File: src/hw/rtl/spms_pkg.sv
// Shared types and constants of the shared-pool stack core.
// Used by the datapath, the controller, the top level and the checker.
package spms_pkg;

    localparam int NUM_STACKS_DEF = 4;
    localparam int POOL_SIZE_DEF  = 16;

    localparam int DATA_W   = 32;
    localparam int SN_W     = 2;
    localparam int STATUS_W = 2;

    // Input beat layout, lowest bit first: mode, stack number, push value.
    localparam int S_MODE_BIT = 0;
    localparam int S_SN_LSB   = 1;
    localparam int S_VAL_LSB  = S_SN_LSB + SN_W;
    localparam int S_TDATA_W  = ((S_VAL_LSB + DATA_W + 7) / 8) * 8;

    // Output beat layout, lowest bit first: status, popped value.
    localparam int M_STATUS_LSB = 0;
    localparam int M_POP_LSB    = STATUS_W;
    localparam int M_USED_W     = STATUS_W + DATA_W;
    localparam int M_TDATA_W    = ((M_USED_W + 7) / 8) * 8;

    localparam logic MODE_PUSH = 1'b0;
    localparam logic MODE_POP  = 1'b1;

    localparam logic [STATUS_W-1:0] ST_DONE  = 2'd0;
    localparam logic [STATUS_W-1:0] ST_FULL  = 2'd1;
    localparam logic [STATUS_W-1:0] ST_EMPTY = 2'd2;

    // Commands from the controller to the datapath.
    typedef struct packed {
        logic start;        // latch the beat, read the stack top and the free-head link
        logic pop_read;     // read link and data of the top slot
        logic push_commit;  // write back a push and post its result
        logic pop_commit;   // write back a pop and post its result
        logic refuse;       // post a refusal, no state change
    } cmd_t;

    // Status from the datapath to the controller.
    typedef struct packed {
        logic is_pop;
        logic sn_ok;
        logic pool_full;
        logic top_null;
        logic out_free;
    } sts_t;

endpackage

File: src/hw/rtl/spms_dpath.sv
// Datapath of the shared-pool stack core: slot data, slot links, stack tops,
// free head and the result register. Depends on spms_pkg.
module spms_dpath #(
    parameter int NUM_STACKS = spms_pkg::NUM_STACKS_DEF,
    parameter int POOL_SIZE  = spms_pkg::POOL_SIZE_DEF
) (
    input  logic                             aclk,
    input  logic                             aresetn,
    input  logic [spms_pkg::S_TDATA_W-1:0]   s_tdata,
    output logic                             m_tvalid,
    input  logic                             m_tready,
    output logic [spms_pkg::M_TDATA_W-1:0]   m_tdata,
    input  spms_pkg::cmd_t                   cmd,
    output spms_pkg::sts_t                   sts
);

    localparam int PW = $clog2(POOL_SIZE);
    localparam int LW = $clog2(POOL_SIZE + 1);
    localparam int TW = (NUM_STACKS > 1) ? $clog2(NUM_STACKS) : 1;
    localparam logic [LW-1:0] LINK_NULL = LW'(POOL_SIZE);
    localparam int PAD_W = spms_pkg::M_TDATA_W - spms_pkg::M_USED_W;

    logic [spms_pkg::DATA_W-1:0] data_mem [POOL_SIZE];
    logic [LW-1:0]               link_mem [POOL_SIZE];
    logic [LW-1:0]               top_mem  [NUM_STACKS];

    logic [NUM_STACKS-1:0] top_valid_reg, top_valid_next;
    logic [LW-1:0]         free_head_reg, free_head_next;
    logic [LW-1:0]         hwm_reg, hwm_next;
    logic                  m_tvalid_reg, m_tvalid_next;

    logic                          mode_reg;
    logic [spms_pkg::SN_W-1:0]     sn_reg;
    logic [spms_pkg::DATA_W-1:0]   value_reg;
    logic [LW-1:0]                 top_rd_reg;
    logic                          top_vld_reg;
    logic [LW-1:0]                 link_rd_reg;
    logic [LW-1:0]                 link_addr_reg;
    logic [spms_pkg::DATA_W-1:0]   data_rd_reg;
    logic [spms_pkg::STATUS_W-1:0] status_reg;
    logic [spms_pkg::DATA_W-1:0]   popped_reg;

    logic                        in_mode;
    logic [spms_pkg::SN_W-1:0]   in_sn;
    logic [spms_pkg::DATA_W-1:0] in_value;
    logic                        in_ok;
    logic                        sn_ok;
    logic [TW+spms_pkg::SN_W-1:0] in_sn_wide, reg_sn_wide;
    logic [TW-1:0]               in_idx, reg_idx;

    logic [LW-1:0] top_eff, link_raw, link_eff;
    logic          fh_ok;
    logic [PW-1:0] fh_idx, top_slot;

    logic          link_re;
    logic [PW-1:0] link_ra;
    logic          link_we;
    logic [PW-1:0] link_wa;
    logic [LW-1:0] link_wd;
    logic          top_we;
    logic [LW-1:0] top_wd;
    logic          out_fire;

    assign in_mode  = s_tdata[spms_pkg::S_MODE_BIT];
    assign in_sn    = s_tdata[spms_pkg::S_SN_LSB +: spms_pkg::SN_W];
    assign in_value = s_tdata[spms_pkg::S_VAL_LSB +: spms_pkg::DATA_W];

    assign in_ok = 32'(in_sn) < 32'(NUM_STACKS);
    assign sn_ok = 32'(sn_reg) < 32'(NUM_STACKS);

    assign in_sn_wide  = {{TW{1'b0}}, in_sn};
    assign reg_sn_wide = {{TW{1'b0}}, sn_reg};
    assign in_idx      = in_sn_wide[TW-1:0];
    assign reg_idx     = reg_sn_wide[TW-1:0];

    // Slots at or above the high-water mark were never allocated, so their
    // link is taken as the reset chain value (next slot, or null for the last).
    assign link_raw = (link_addr_reg >= hwm_reg) ? link_addr_reg + LW'(1) : link_rd_reg;
    assign link_eff = (link_raw < LINK_NULL) ? link_raw : LINK_NULL;
    assign top_eff  = (top_vld_reg && (top_rd_reg < LINK_NULL)) ? top_rd_reg : LINK_NULL;
    assign fh_ok    = free_head_reg < LINK_NULL;
    assign fh_idx   = free_head_reg[PW-1:0];
    assign top_slot = top_eff[PW-1:0];

    assign link_re = cmd.pop_read || (cmd.start && fh_ok);
    assign link_ra = cmd.pop_read ? top_slot : fh_idx;
    assign link_we = cmd.push_commit || cmd.pop_commit;
    assign link_wa = cmd.push_commit ? fh_idx : top_slot;
    assign link_wd = cmd.push_commit ? top_eff : free_head_reg;
    assign top_we  = cmd.push_commit || cmd.pop_commit;
    assign top_wd  = cmd.push_commit ? free_head_reg : link_eff;
    assign out_fire = cmd.push_commit || cmd.pop_commit || cmd.refuse;

    always_ff @(posedge aclk) begin
        if (link_re) begin
            link_rd_reg <= link_mem[link_ra];
        end
        if (link_we) begin
            link_mem[link_wa] <= link_wd;
        end
    end

    always_ff @(posedge aclk) begin
        if (cmd.pop_read) begin
            data_rd_reg <= data_mem[top_slot];
        end
        if (cmd.push_commit) begin
            data_mem[fh_idx] <= value_reg;
        end
    end

    always_ff @(posedge aclk) begin
        if (cmd.start && in_ok) begin
            top_rd_reg <= top_mem[in_idx];
        end
        if (top_we) begin
            top_mem[reg_idx] <= top_wd;
        end
    end

    always_ff @(posedge aclk) begin
        if (cmd.start) begin
            mode_reg      <= in_mode;
            sn_reg        <= in_sn;
            value_reg     <= in_value;
            top_vld_reg   <= in_ok && top_valid_reg[in_idx];
            link_addr_reg <= free_head_reg;
        end else if (cmd.pop_read) begin
            link_addr_reg <= top_eff;
        end
        if (out_fire) begin
            if (cmd.refuse) begin
                status_reg <= mode_reg ? spms_pkg::ST_EMPTY : spms_pkg::ST_FULL;
            end else begin
                status_reg <= spms_pkg::ST_DONE;
            end
            popped_reg <= cmd.pop_commit ? data_rd_reg : '0;
        end
    end

    always_comb begin
        free_head_next = free_head_reg;
        hwm_next       = hwm_reg;
        top_valid_next = top_valid_reg;
        if (cmd.push_commit) begin
            free_head_next = link_eff;
            if (free_head_reg >= hwm_reg) begin
                hwm_next = free_head_reg + LW'(1);
            end
        end else if (cmd.pop_commit) begin
            free_head_next = top_eff;
        end
        if (top_we) begin
            top_valid_next[reg_idx] = 1'b1;
        end
        if (out_fire) begin
            m_tvalid_next = 1'b1;
        end else if (m_tready) begin
            m_tvalid_next = 1'b0;
        end else begin
            m_tvalid_next = m_tvalid_reg;
        end
    end

    always_ff @(posedge aclk) begin
        if (!aresetn) begin
            free_head_reg <= '0;
            hwm_reg       <= '0;
            top_valid_reg <= '0;
            m_tvalid_reg  <= 1'b0;
        end else begin
            free_head_reg <= free_head_next;
            hwm_reg       <= hwm_next;
            top_valid_reg <= top_valid_next;
            m_tvalid_reg  <= m_tvalid_next;
        end
    end

    assign m_tvalid = m_tvalid_reg;
    assign m_tdata  = {{PAD_W{1'b0}}, popped_reg, status_reg};

    assign sts.is_pop    = (mode_reg == spms_pkg::MODE_POP);
    assign sts.sn_ok     = sn_ok;
    assign sts.pool_full = !fh_ok;
    assign sts.top_null  = (top_eff == LINK_NULL);
    assign sts.out_free  = !m_tvalid_reg || m_tready;

endmodule

File: src/hw/rtl/spms_ctrl.sv
// Controller of the shared-pool stack core: sequences each operation through
// its memory reads and write-back. Depends on spms_pkg.
module spms_ctrl (
    input  logic           aclk,
    input  logic           aresetn,
    input  logic           s_tvalid,
    output logic           s_tready,
    output spms_pkg::cmd_t cmd,
    input  spms_pkg::sts_t sts
);

    typedef enum logic [2:0] {
        S_IDLE = 3'b001,
        S_READ = 3'b010,
        S_POP  = 3'b100
    } state_t;

    state_t state_reg, state_next;

    always_comb begin
        state_next = state_reg;
        cmd        = '0;
        s_tready   = 1'b0;
        unique case (state_reg)
            S_IDLE: begin
                s_tready = 1'b1;
                if (s_tvalid) begin
                    cmd.start  = 1'b1;
                    state_next = S_READ;
                end
            end
            S_READ: begin
                if (sts.is_pop && sts.sn_ok && !sts.top_null) begin
                    cmd.pop_read = 1'b1;
                    state_next   = S_POP;
                end else if (sts.out_free) begin
                    if (!sts.is_pop && sts.sn_ok && !sts.pool_full) begin
                        cmd.push_commit = 1'b1;
                    end else begin
                        cmd.refuse = 1'b1;
                    end
                    state_next = S_IDLE;
                end
            end
            S_POP: begin
                if (sts.out_free) begin
                    cmd.pop_commit = 1'b1;
                    state_next     = S_IDLE;
                end
            end
            default: begin
                state_next = S_IDLE;
            end
        endcase
    end

    always_ff @(posedge aclk) begin
        if (!aresetn) begin
            state_reg <= S_IDLE;
        end else begin
            state_reg <= state_next;
        end
    end

endmodule

File: src/hw/rtl/shared_pool_multi_stack_core.sv
// Top level of the shared-pool stack core: controller plus datapath.
// Depends on spms_pkg, spms_ctrl and spms_dpath.

// NUM_STACKS stacks share one pool of POOL_SIZE 32-bit slots. Each input beat
// is a push or a pop on one stack and yields exactly one result beat carrying
// a status (done, push refused because the pool is full or the stack number is
// out of range, or pop refused because the stack is empty or the stack number
// is out of range) and the popped value, which is zero unless a pop succeeded.
// The block works on one operation at a time. After its beat is accepted, a
// push or a refused operation posts its result to the output register from
// the read state; a successful pop goes on from there to the pop state,
// because the top slot must first be read from the stack-top memory before
// its link and data can be read. The input stays closed until the result is
// posted, and a new beat can be accepted as soon as the previous result is
// in the output register, even while that result is still waiting for the
// downstream side; the block only holds when a second result would overwrite
// one not yet taken. No clearing pass follows reset: the free list starts as
// a chain through all slots, and a high-water mark stands in for the links of
// slots that were never allocated, so the block can take a beat as soon as
// reset is released. Slot data is undefined until pushed, but a pop only ever
// returns data that a push stored.
module shared_pool_multi_stack_core #(
    parameter int NUM_STACKS = spms_pkg::NUM_STACKS_DEF,
    parameter int POOL_SIZE  = spms_pkg::POOL_SIZE_DEF
) (
    input  logic                           aclk,
    input  logic                           aresetn,
    input  logic                           s_axis_tvalid,
    output logic                           s_axis_tready,
    // Fields from bit 0 up: mode (1), stack_number (2), push_value (32), zero fill.
    input  logic [spms_pkg::S_TDATA_W-1:0] s_axis_tdata,
    output logic                           m_axis_tvalid,
    input  logic                           m_axis_tready,
    // Fields from bit 0 up: status (2), popped_value (32), zero fill.
    output logic [spms_pkg::M_TDATA_W-1:0] m_axis_tdata
);

    spms_pkg::cmd_t cmd;
    spms_pkg::sts_t sts;

    spms_ctrl u_ctrl (
        .aclk     (aclk),
        .aresetn  (aresetn),
        .s_tvalid (s_axis_tvalid),
        .s_tready (s_axis_tready),
        .cmd      (cmd),
        .sts      (sts)
    );

    spms_dpath #(
        .NUM_STACKS (NUM_STACKS),
        .POOL_SIZE  (POOL_SIZE)
    ) u_dpath (
        .aclk     (aclk),
        .aresetn  (aresetn),
        .s_tdata  (s_axis_tdata),
        .m_tvalid (m_axis_tvalid),
        .m_tready (m_axis_tready),
        .m_tdata  (m_axis_tdata),
        .cmd      (cmd),
        .sts      (sts)
    );

endmodule

File: config.mk
export PLATFORM = sky130hd
export DESIGN_NAME = shared_pool_multi_stack_core
export DESIGN_NICKNAME = d
export VERILOG_FILES = /design/src/hw/rtl/spms_pkg.sv /design/src/hw/rtl/spms_dpath.sv /design/src/hw/rtl/spms_ctrl.sv /design/src/hw/rtl/shared_pool_multi_stack_core.sv
export SDC_FILE = /design/constraint.sdc
export NUM_CORES = 1
export LEC_CHECK = 0
export BUFFER_PORTS_ARGS = -buffer_cell sky130_fd_sc_hd__buf_2
export CAP_MARGIN = 20
export CORE_UTILIZATION = 50
export DETAILED_ROUTE_END_ITERATION = 16
export GPL_ROUTABILITY_DRIVEN = 0
export PLACE_DENSITY_LB_ADDON = 0.25
export SKIP_LAST_GASP = 1
export SLEW_MARGIN = 20
export SYNTH_ARGS = -nofsm -noshare
export SYNTH_HDL_FRONTEND = slang
export SYNTH_SLANG_ARGS = --single-unit
File: constraint.sdc
create_clock -name aclk -period 5.6 [get_ports aclk]
set_input_delay 0.56 -clock aclk [delete_from_list [all_inputs] [get_ports aclk]]
set_output_delay 0.56 -clock aclk [all_outputs]
set_load 0.02 [all_outputs]
==> run summary, run 1 <==
The flow ran to the end, and the final reports show no timing, DRC or antenna violations. The number of antenna cells inserted came out at 0. The worst slack after detailed placement was 1.79 ns. For the final routed database, the setup TNS stands at 0 ns. The worst path meets setup with 1.71 ns of slack. The clock tree synthesis step divided the H-tree into 3 levels. Most frequent cell after synthesis: sky130_fd_sc_hd__edfxtp_1.

The global router's overall resource usage came out at 0.230. TritonCTS built the clock tree. CTS placed an instance of sky130_fd_sc_hd__clkbuf_16 at the clock tree root. The final layout contains routed wiring with a total length of 69.2 mm. Setup repair after global routing left no endpoint under its margin. The simple-gate portion of the synthesized area came out at 0.0786.

After detailed placement, the design holds a cell count of 2753. Critical path launch point type: a register. From synthesis to final layout, the design area changed by 12.3%. After synthesis the netlist holds a flip-flop and latch count of 747. The combinational family with the most area after synthesis is compound AO/OA/AOI/OAI gates. The initial core utilization is 0.507, and the number of top-level pins is 86. The worst setup path is captured at a register. The number of hold buffers added after cts was 0. The area share of the largest cell type after synthesis is 0.732.

The post-route fraction of the period consumed by the critical path was 0.695. The actual transition at the worst max-transition pin came out at 1.11 ns. The tools report the maximum clock rate as 257 MHz. Measured along the x axis, the die boundary spans 247 um.

Clock buffer count from CTS: 78. At the later pin of the worst-skew pair, clock insertion delay measures 0.60 ns. The flip-flop cell with the highest count after synthesis is sky130_fd_sc_hd__edfxtp_1.

Mux cell area share after synthesis: 0.0603. u_dpath.data_mem holds more flip-flops than any other register. Entering global routing, the biggest net connects 86 pins. Worst-path cell with the longest stage delay: sky130_fd_sc_hd__and2_2.

For this run, the slowest stage of the critical path takes 0.74 ns. Average wire per standard cell: 23.9 um. IR analysis of the VDD net gives a maximum drop of 265 uV.

The adder-cell area share of the yosys netlist was 0.00627; the number of flip-flops under the largest register name was 512. The setup violation total in the final timing report came out at 0. The max-slew headroom at the worst pin is 0.260.

The number of global-route vias before repair was 17000; the number of warning messages in the yosys log was 0. For the worst setup path, the data arrival time is 4.15 ns. In this run the vertical extent of the chip is 247 um.

Clock-pin slew was measured on the worst setup and hold paths at 0.06 ns. The logs give 0 for the initial antenna violation count and 2120 for the number of nets in the layout. In the routed layout, each cell is associated on average with a via count of 5.92. STA puts the critical path data required time at 5.86 ns. Synthesis handed over a netlist of 2001 instances. The floorplan die area came out at 60800 um2. The worst setup path is of the reg -> reg kind. For the total design power, the log shows 11700 uW.

Traced cell by cell, the critical path runs through or3b_1 -> nor3_1 -> nand2b_1 -> nor2_1 -> and2_2 -> buf_4. The clock passes through at most 3 buffers. The post-cts sizing count came out at 0. The largest registers in the layout are u_dpath.data_mem x512, u_dpath.link_mem x80.

The clock period could shrink to 3.89 ns. The synthesized-area fraction occupied by ao, oa, aoi and oai cells is 0.0887, and the post-CTS setup buffer count is 0. The post-detailed-placement half-perimeter wirelength came out at 36.8 mm. The count of buffers inserted at the top-level ports is 74.

The fraction of layout instances using a drive strength above 1 was 0.150. The async set-reset flop share out of synthesis is 0, and the detailed-route DRC error count is 0. The count of buffer and inverter cells on the critical path was 1; the number of rows created at floorplan was 89.

The post-synthesis sequential area ratio was 0.744. Number of distinct library cells after synthesis: 50. The mapped netlist covers 29900 um2.

Summed over all layers, the global routing overflow is 0. The remaining antenna violation count was 0. The clock arrives with 0.0171 ns of skew. In this run the static leakage power is 0.0115 uW. The average instance area after synthesis was 14.9 um2. The type of the tightest min-delay check is in -> reg. The logs give 0 for the number of max-cap violations and 17100 for the detailed-route via count.

The first detailed-routing pass took 6 iterations. In the post-synthesis netlist, the biggest area contributors are sky130_fd_sc_hd__edfxtp_1 73%, sky130_fd_sc_hd__nand2_1 2.9%, sky130_fd_sc_hd__mux2i_1 2.6%. Summed over all instances, the cell type with the most area after synthesis is sky130_fd_sc_hd__edfxtp_1.

The run gives 103 mm as the global-route wire length before repair. The commonest cells after synthesis are 729 x sky130_fd_sc_hd__edfxtp_1, 230 x sky130_fd_sc_hd__nand2_1, 155 x sky130_fd_sc_hd__a21oi_1, 101 x sky130_fd_sc_hd__clkbuf_1, 79 x sky130_fd_sc_hd__mux2i_1. Power spread over the standard cell area amounts to 350 nW/um2. The logs give 2891 for the number of non-filler instances in the completed layout and 1512 for the first-iteration detailed-routing DRC count. In this run the worst path has a maximum fanout of 20. Grouping stages by cell kind, the critical path spends the most delay in simple AND/OR/NAND/NOR gates. The tools report the final max-slew violation count as 0. The total core area was 59000 um2. The logs give 0 for the hold violation count in the final report and 747 for the clock sink total. The count of flip-flops with a built-in enable after synthesis came out at 729. The xor and xnor fraction of the mapped netlist area is 0.00176.
==> path summary, 6_finish.rpt <==
kind | startpoint | end | slack [ns] | cells past startpoint
worst max-delay path | u_ctrl.state_reg[0] | u_dpath.data_mem[10][28] | 1.71 | 6
worst min register to register | u_dpath.top_valid_reg[3] | u_dpath.top_valid_reg[3] | 0.47 | 2
worst min-delay path | s_axis_tdata[20] | u_dpath.value_reg[17] | 0.12 | 1
worst max register to register | u_ctrl.state_reg[0] | u_dpath.data_mem[10][28] | 1.71 | 6
==> logic make-up after synthesis <==
logic type               count (synthesis)
multiplexers                           157
AO/OA/AOI/OAI                          431
flip-flops                             747
adder cells (fa/ha/maj)                 15
XOR/XNOR                                 6
AND/OR/NAND/NOR                        496
buffers and inverters                  148
other                                    1
==> cell usage in the layout (no fill, tap or decap), types with 13 or more instances in the layout <==
master | synthesis | final
sky130_fd_sc_hd__nor3_1 | 14 | 13
sky130_fd_sc_hd__a31oi_1 | 39 | 39
sky130_fd_sc_hd__edfxtp_1 | 729 | 729
sky130_fd_sc_hd__nor2b_1 | 74 | 74
sky130_fd_sc_hd__and2_2 | 0 | 14
sky130_fd_sc_hd__ha_1 | 15 | 15
sky130_fd_sc_hd__a21oi_1 | 155 | 155
sky130_fd_sc_hd__buf_4 | 7 | 28
sky130_fd_sc_hd__clkbuf_16 | 0 | 81
sky130_fd_sc_hd__clkbuf_1 | 101 | 19
sky130_fd_sc_hd__o21ai_0 | 52 | 51
sky130_fd_sc_hd__mux2_2 | 66 | 66
sky130_fd_sc_hd__inv_1 | 16 | 14
sky130_fd_sc_hd__a211oi_1 | 41 | 41
sky130_fd_sc_hd__mux2i_1 | 79 | 79
sky130_fd_sc_hd__nand3_1 | 45 | 45
sky130_fd_sc_hd__a311oi_1 | 39 | 39
sky130_fd_sc_hd__and2_1 | 53 | 35
sky130_fd_sc_hd__o22ai_1 | 73 | 73
sky130_fd_sc_hd__dfxtp_1 | 18 | 18
sky130_fd_sc_hd__buf_2 | 8 | 74
sky130_fd_sc_hd__nor2_1 | 52 | 52
sky130_fd_sc_hd__nand2_1 | 230 | 226
sky130_fd_sc_hd__clkinv_1 | 0 | 16
==> per-stage QoR <==
stage,hold slack (ns),instance area (um2),util
floorplan,0.435,29900,-
global placement,0.445,31000,0.526
detailed placement,0.464,31100,0.526
CTS,0.0863,33600,0.568
global route,0.0980,33600,0.569
finish,0.124,33600,0.569
==> where the power goes <==
| group | switching [uW] | internal, uW |
|---|---|---|
| clock network | 2050 | 3010 |
| registers | 77.2 | 6180 |
| logic | 284 | 145 |
| total | 2410 | 9340 |
==> routing by layer <==
metal | part of all wire | GRT usage | vias to the layer above
met1 | 0.43 | 0.314 | 8680
li1 | - | - | 7794
met2 | 0.49 | 0.378 | 532
met3 | 0.055 | 0.0337 | 102
met4 | 0.021 | 0.0743 | 0
met5 | 0 | 0 | -
==> area by class of cell <==
type / count / area [um2]
fill: 4565 / 25400
clock buffer: 100 / 2100
multi-input combinational: 1111 / 7140
timing repair buffer: 107 / 672
clock inverter: 37 / 394
tap: 773 / 967
inverter: 16 / 61.3
sequential: 747 / 22300
No activity file was read; power rests on OpenSTA's default activity.
==> inputs of run 2 (changes only) <==
clock period = 3.35 ns   (was 5.6 ns; I/O delays follow)
==> run summary, run 2 (synthesis gave the netlist of run 1 again) <==
The tools report the detailed-route DRC error count as 0 (unchanged). The number of filler cells placed in the layout came out at 4499 (was 4565). Cell area reported after detailed placement: 31700 um2 (was 31100 um2). The floorplan die area was 60800 um2 (unchanged). Among the stages of the critical path, the cell type that occurs most often is sky130_fd_sc_hd__nor2_1. Width of the die: 247 um (unchanged). The run gives 0.370 (was 0.378) as the met2 global-route usage. The post-cts sizing count came out at 0 (unchanged). The number of rows created at floorplan is 89 (unchanged), and the layout-stage area growth over the synthesis result is 15.6% (was 12.3%).

The number of flip-flops under the largest register name came out at 512 (unchanged). The endpoint of the lowest-slack register-to-register path is u_dpath.link_mem[15][2] (was u_dpath.data_mem[10][28]). The tools report the initial antenna violation count as 0 (unchanged). The worst slack after detailed placement is 0.376 ns (was 1.79 ns), and the global-route track usage on met1 is 0.309 (was 0.314).

The worst-path cell with the longest stage delay was sky130_fd_sc_hd__or3b_1 (was sky130_fd_sc_hd__and2_2). The initial core utilization was 0.507 (unchanged). The post-route fraction of the period consumed by the critical path came out at 0.892 (was 0.695). The height of the die is 247 um (unchanged). The endpoint of the worst hold path was u_dpath.reg_idx[1] (was u_dpath.value_reg[17]).

For the worst endpoint required time, the log shows 3.60 ns (was 5.86 ns). The run gives 77 (was 78) as the clock buffer count from CTS. The tools report the worst reg2reg path startpoint as u_ctrl.state_reg[0] (unchanged). The number of antenna cells inserted was 0 (unchanged).

The run gives 86 (unchanged) as the number of top-level pins. The average wire per standard cell is 22.9 um (was 23.9 um). The worst min-delay path startpoint is s_axis_tdata[2] (was s_axis_tdata[20]). The final critical-path required period was 2.99 ns (was 3.89 ns); the count of buffer and inverter cells on the critical path was 1 (unchanged). The type of the tightest min-delay check is in -> reg (unchanged).

The final non-filler cell area came out at 34600 um2 (was 33600 um2). Cells along the critical path: or3b_1 -> nor3_1 -> nand2b_1 -> buf_4 -> nor2_1 -> a31oi_1 -> nor2_1 (was or3b_1 -> nor3_1 -> nand2b_1 -> nor2_1 -> and2_2 -> buf_4). The tools report the maximum number of pins on one net before global-route repair as 97 (was 86). The clock sink total is 747 (unchanged), and the count of buffers inserted at the top-level ports is 74 (unchanged).

The run gives 3 (unchanged) as the maximum clock insertion buffer count. The number of nets in the layout is 2193 (was 2120). The fraction of met3 tracks used by global routing was 0.0345 (was 0.0337); the remaining global-route overflow was 0 (unchanged). For the latest clock arrival within the worst-skew pair, the log shows 0.62 ns (was 0.60 ns). Setup repair after global routing left no endpoint under its margin. The number of global-route vias before repair was 17000 (about the same); the final worst setup slack was 0.363 ns (was 1.71 ns).

The remaining antenna violation count is 0 (unchanged), and the first-pass iteration count of the detailed router is 6 (unchanged). The run gives 0 (unchanged) as the post-CTS setup buffer count. The element type at the critical path end is a register (unchanged). Top flop regs: u_dpath.data_mem x512, u_dpath.link_mem x80 (unchanged).

The detailed-route via count is 17400 (was 17100). The flow ran to the end, and the final reports show no timing, DRC or antenna violations. The highest-utilization routing layer at the global route stage was met2 (unchanged).

The clock transition time at the flip-flop clock pins of the worst setup and hold paths was 0.06 ns (about the same); the sum of routed wire length over all layers was 67.9 mm (was 69.2 mm). Max-slew headroom at the worst pin: 0.389 (was 0.260). TritonCTS built the clock tree. The actual transition at the worst max-transition pin was 0.916 ns (was 1.11 ns); the total core area was 59000 um2 (unchanged). The arrival time reported for the critical path endpoint was 3.24 ns (was 4.15 ns).

The most common cell after layout, fill and taps aside was sky130_fd_sc_hd__edfxtp_1 (unchanged). Global router's overall resource usage: 0.225 (was 0.230). Setup violation total in the final timing report: 0 (unchanged). The post-route setup TNS is 0 ns (unchanged).

The hold violation count in the final report is 0 (unchanged), and the first-iteration detailed-routing DRC count is 1550 (was 1512). Clock tree skew after final layout: 0.0175 ns (was 0.0171 ns). The logic depth of the worst register-to-register path came out at 7 (was 6). The critical path class is reg -> reg (unchanged). The tools report the static power due to leakage as 0.0119 uW (was 0.0115 uW).

The buffer cell driving the clock tree root was sky130_fd_sc_hd__clkbuf_16 (unchanged). Critical path launch point type: a register (unchanged). The final design utilization came out at 0.586 (was 0.569).

The largest driver fanout on the critical path was 16 (was 20); the post-detailed-placement half-perimeter wirelength was 37.7 mm (was 36.8 mm). The tools report the slack of the worst reg-to-reg path as 0.36 ns (was 1.71 ns). The global-route wire length before repair is 102 mm (was 103 mm).

The number of max-cap violations is 0 (unchanged). The number of H-tree levels came out at 3 (unchanged). The stage delay of the slowest cell on the critical path is 0.59 ns (was 0.74 ns), and the final max-slew violation count is 0 (unchanged).

The run gives 7130 um2 (was 7140 um2) as the multi-input gate area in the final layout. Worst-case vdd ir drop: 500 uV (was 265 uV). For the sequential cell area in the final layout, the log shows 22300 um2 (unchanged). Most frequent cells in the layout: 729 x sky130_fd_sc_hd__edfxtp_1, 226 x sky130_fd_sc_hd__nand2_1, 155 x sky130_fd_sc_hd__a21oi_1 (unchanged).

The kind of cell adding the most delay to the critical path is simple AND/OR/NAND/NOR gates (unchanged). The number of cells traversed by the worst hold path is 1 (unchanged), and the power per cell area is 574 nW/um2 (was 350 nW/um2). The fraction of layout instances using a drive strength above 1 came out at 0.167 (was 0.150). The largest register by flop count is u_dpath.data_mem (unchanged).

The average via count per standard cell is 5.84 (was 5.92), and the maximum clock rate is 335 MHz (was 257 MHz).
## run 2: how the worst max path moves through the flow
stage / from / endpoint / slack, ns / depth (start not counted)
floorplan: u_ctrl.state_reg[0] / u_dpath.data_mem[4][0] / 0.45 / 7
global placement: u_ctrl.state_reg[0] / u_dpath.link_rd_reg[2] / 0.42 / 6
detailed placement: u_ctrl.state_reg[0] / u_dpath.link_rd_reg[2] / 0.38 / 6
CTS: u_ctrl.state_reg[0] / u_dpath.link_rd_reg[2] / 0.38 / 6
global route: u_ctrl.state_reg[0] / u_dpath.link_mem[7][3] / 0.21 / 6
finish: u_ctrl.state_reg[0] / u_dpath.link_mem[15][2] / 0.36 / 7
## run 2: timing repair
| item | in CTS | in global routing |
|---|---|---|
| setup endpoints to repair | 0 | 0 |
| hold buffers | 34 | 0 |
| hold endpoints to repair | 36 | 0 |
## run 2: area by class of cell
class                   count  area share
clock buffers              98      0.0605
flip-flops and latches    747       0.644
clock inverters            45      0.0137
inverters                  16     0.00174
multi-input cells        1111       0.206
repair buffers            181      0.0462
well taps                 773      0.0280
## run 2: power breakdown
part / leakage, uW / total, uW / switching (uW) / internal [uW]
clock network: 0.00125 / 8600 / 3470 / 5130
registers: 0.00682 / 10500 / 129 / 10300
logic: 0.00388 / 778 / 485 / 292
total: 0.0119 / 19800 / 4080 / 15800
## run 2: routing by layer
metal	vias to the layer above	wire length [um]
li1	7953	-
met1	8698	29300
met2	597	32800
met3	117	3990
met4	0	1710
met5	-	0
## run 2: per-stage QoR
stage	power, uW	hold WS (ns)	std cells
2_1_floorplan	11100	0.434	2006
3_3_place_gp	11400	0.448	2794
3_5_place_dp	11400	0.470	2794
4_1_cts	20000	0.0292	2971
5_1_grt	20400	0.0454	2971
6_report	19800	0.0543	2971
## run 2: worst register-to-register path, cell delays in order, from the launching register on
cell                       delay (ns)
sky130_fd_sc_hd__dfxtp_1         0.37
sky130_fd_sc_hd__or3b_1          0.59
sky130_fd_sc_hd__nor3_1          0.33
sky130_fd_sc_hd__nand2b_1        0.17
sky130_fd_sc_hd__buf_4           0.23
sky130_fd_sc_hd__nor2_1          0.30
sky130_fd_sc_hd__a31oi_1         0.20
sky130_fd_sc_hd__nor2_1          0.45
==> inputs of run 3 (changes only) <==
CORE_UTILIZATION = 38   (was 50)
==> run summary, run 3 (synthesis gave the netlist of run 1 again) <==
The flow ran to the end, and the final reports show no timing, DRC or antenna violations. The detailed-route DRC error count is 0 (unchanged). For the sum of routed wire length over all layers, the log shows 72.5 mm (was 67.9 mm).

The sequential cell area in the final layout came out at 22300 um2 (unchanged). The initial antenna violation count was 1 (was 0); the number of filler cells placed in the layout was 6700 (was 4499). The fraction of layout instances using a drive strength above 1 was 0.179 (was 0.167). The number of global-route vias before repair came out at 17700 (was 17000). The cell area reported after detailed placement came out at 32200 um2 (was 31700 um2). The logs give 79 (was 77) for the clock buffer count from CTS and 3 (unchanged) for the number of H-tree levels. The width of the die is 283 um (was 247 um).

The number of nets in the layout is 2217 (was 2193). The latest clock arrival within the worst-skew pair is 0.63 ns (was 0.62 ns). The clock sink total came out at 747 (unchanged). The run gives 102 (was 89) as the number of rows created at floorplan. The run gives 0.334 ns (was 0.363 ns) as the final worst setup slack. The highest routed metal layer is met4 (unchanged).

The worst-path cell with the longest stage delay was sky130_fd_sc_hd__or3b_1 (unchanged). TritonCTS built the clock tree. For the static power due to leakage, the log shows 0.0122 uW (was 0.0119 uW).

The critical path launch point type was a register (unchanged). The run gives 34.5 mm (was 32.8 mm) as the routed length on met2. The final non-filler cell area was 35400 um2 (was 34600 um2); the layout-stage area growth over the synthesis result was 18.3% (was 15.6%). The count of buffers inserted at the top-level ports is 74 (unchanged). Remaining global-route overflow: 0 (unchanged). Setup repair after global routing left no endpoint under its margin. The hold violation count in the final report is 0 (unchanged), and the total design power is 20700 uW (was 19800 uW). The tools report the first-pass iteration count of the detailed router as 5 (was 6).

The number of max-cap violations was 0 (unchanged); the detailed-route via count was 17500 (was 17400). The stage delay of the slowest cell on the critical path was 0.55 ns (was 0.59 ns). For the maximum clock rate, the log shows 332 MHz (was 335 MHz). The final max-slew violation count was 0 (unchanged). Cells along the critical path: or3b_1 -> nor2_4 -> buf_4 -> o21ai_0 -> nand2_1 -> a311oi_1 -> or4_1 (was or3b_1 -> nor3_1 -> nand2b_1 -> buf_4 -> nor2_1 -> a31oi_1 -> nor2_1).

For the number of top-level pins, the log shows 86 (unchanged). The most common cell after layout, fill and taps aside is sky130_fd_sc_hd__edfxtp_1 (unchanged). The tools report the post-route setup TNS as 0 ns (unchanged). Most frequent cells in the layout: 729 x sky130_fd_sc_hd__edfxtp_1, 226 x sky130_fd_sc_hd__nand2_1, 155 x sky130_fd_sc_hd__a21oi_1 (unchanged). The worst endpoint required time is 3.71 ns (was 3.60 ns), and the setup violation total in the final timing report is 0 (unchanged). The largest register by flop count is u_dpath.data_mem (unchanged). The actual transition at the worst max-transition pin came out at 0.837 ns (was 0.916 ns). The tools report the worst reg2reg path startpoint as u_ctrl.state_reg[0] (unchanged). For the wire length the detailed router placed on met1, the log shows 32.1 mm (was 29.3 mm). The run gives 79800 um2 (was 60800 um2) as the floorplan die area. The tools report the worst min-delay path startpoint as s_axis_tdata[2] (unchanged). The run gives 0.385 (was 0.507) as the initial core utilization. The max-slew headroom at the worst pin was 0.442 (was 0.389); the post-CTS setup buffer count was 0 (unchanged). Top flop regs: u_dpath.data_mem x512, u_dpath.link_mem x80 (unchanged).

The clock tree skew after final layout came out at 0.0303 ns (was 0.0175 ns). The tools report the element type at the critical path end as a register (unchanged). The first-iteration detailed-routing DRC count was 1641 (was 1550).

The total met3 wirelength after detailed routing is 3.93 mm (was 3.99 mm), and the post-detailed-placement half-perimeter wirelength is 42.1 mm (was 37.7 mm). The number of flip-flops under the largest register name is 512 (unchanged). The final critical-path required period came out at 3.02 ns (was 2.99 ns). Arrival time reported for the critical path endpoint: 3.38 ns (was 3.24 ns). The tools report the worst-case vdd ir drop as 328 uV (was 500 uV).

Kind of cell adding the most delay to the critical path: simple AND/OR/NAND/NOR gates (unchanged). The global-route wire length before repair is 109 mm (was 102 mm). Clock transition time at the flip-flop clock pins of the worst setup and hold paths: 0.06 ns (about the same). The multi-input gate area in the final layout was 7140 um2 (was 7130 um2). The height of the die is 283 um (was 247 um).

Critical path class: reg -> reg (unchanged). The maximum number of pins on one net before global-route repair is 104 (was 97), and the number of antenna cells inserted is 0 (unchanged). The total core area came out at 77700 um2 (was 59000 um2). The tools report the remaining antenna violation count as 0 (unchanged). The maximum clock insertion buffer count was 3 (unchanged).

The tools report the origin of the worst setup path as u_ctrl.state_reg[0] (unchanged). The count of buffer and inverter cells on the critical path is 1 (unchanged). Type of the tightest min-delay check: in -> reg (unchanged).

The global router's overall resource usage is 0.183 (was 0.225). The buffer cell driving the clock tree root is sky130_fd_sc_hd__clkbuf_16 (unchanged). The worst slack after detailed placement is 0.235 ns (was 0.376 ns). The post-route fraction of the period consumed by the critical path is 0.900 (was 0.892), and the power per cell area is 584 nW/um2 (was 574 nW/um2). Average via count per standard cell: 5.37 (was 5.84). The average wire per standard cell was 22.2 um (was 22.9 um); the largest driver fanout on the critical path was 32 (was 16).
[run 3: cell types whose count changed in the layout (fill, tap and decap cells not counted), moves of 3 or more]
cell	previous run	this run
sky130_fd_sc_hd__clkinv_1	14	11
sky130_fd_sc_hd__buf_4	46	63
sky130_fd_sc_hd__clkbuf_1	17	14
sky130_fd_sc_hd__bufinv_16	9	17
sky130_fd_sc_hd__buf_12	27	32
[run 3: path summary, 6_finish.rpt]
path                         endpoint  slack [ns]  cells past startpoint
max            u_dpath.link_rd_reg[1]        0.33                      7
min                u_dpath.reg_idx[1]        0.09                      1
max reg2reg    u_dpath.link_rd_reg[1]        0.33                      7
min reg2reg  u_dpath.top_valid_reg[1]        0.47                      2
[run 3: layout make-up]
class,instances,area share
Timing Repair Buffer,203,0.0516
Sequential cell,747,0.629
Tap cell,1040,0.0368
Clock buffer,97,0.0599
Inverter,16,0.00170
Clock inverter,48,0.0192
Multi-Input combinational cell,1111,0.202
[run 3: stage by stage]
step | hold WS (ns) | util | cells
5_1_grt | 0.0722 | 0.455 | 3262
6_report | 0.0917 | 0.455 | 3262
2_1_floorplan | 0.434 | - | 2006
4_1_cts | 0.0657 | 0.455 | 3262
3_5_place_dp | 0.456 | 0.415 | 3083
3_3_place_gp | 0.446 | 0.415 | 3083
[run 3: where the power goes]
| part | switching, uW | internal, uW | leakage (uW) | total [uW] |
|---|---|---|---|---|
| combinational | 504 | 295 | 0.00402 | 799 |
| clock | 3580 | 5810 | 0.00136 | 9390 |
| sequential | 137 | 10300 | 0.00682 | 10500 |
| total | 4220 | 16400 | 0.0122 | 20700 |
[run 3: per-layer routing]
metal	GRT usage	vias to the layer above
met5	0	-
met4	0.0570	0
met3	0.0293	117
met2	0.297	501
met1	0.253	8913
li1	-	7997
[run 3: what timing repair did]
item,in CTS,in global routing
endpoints found under the hold margin,36,0
gates resized for setup,0,1
hold buffers,34,0
endpoints found under the setup margin,0,10
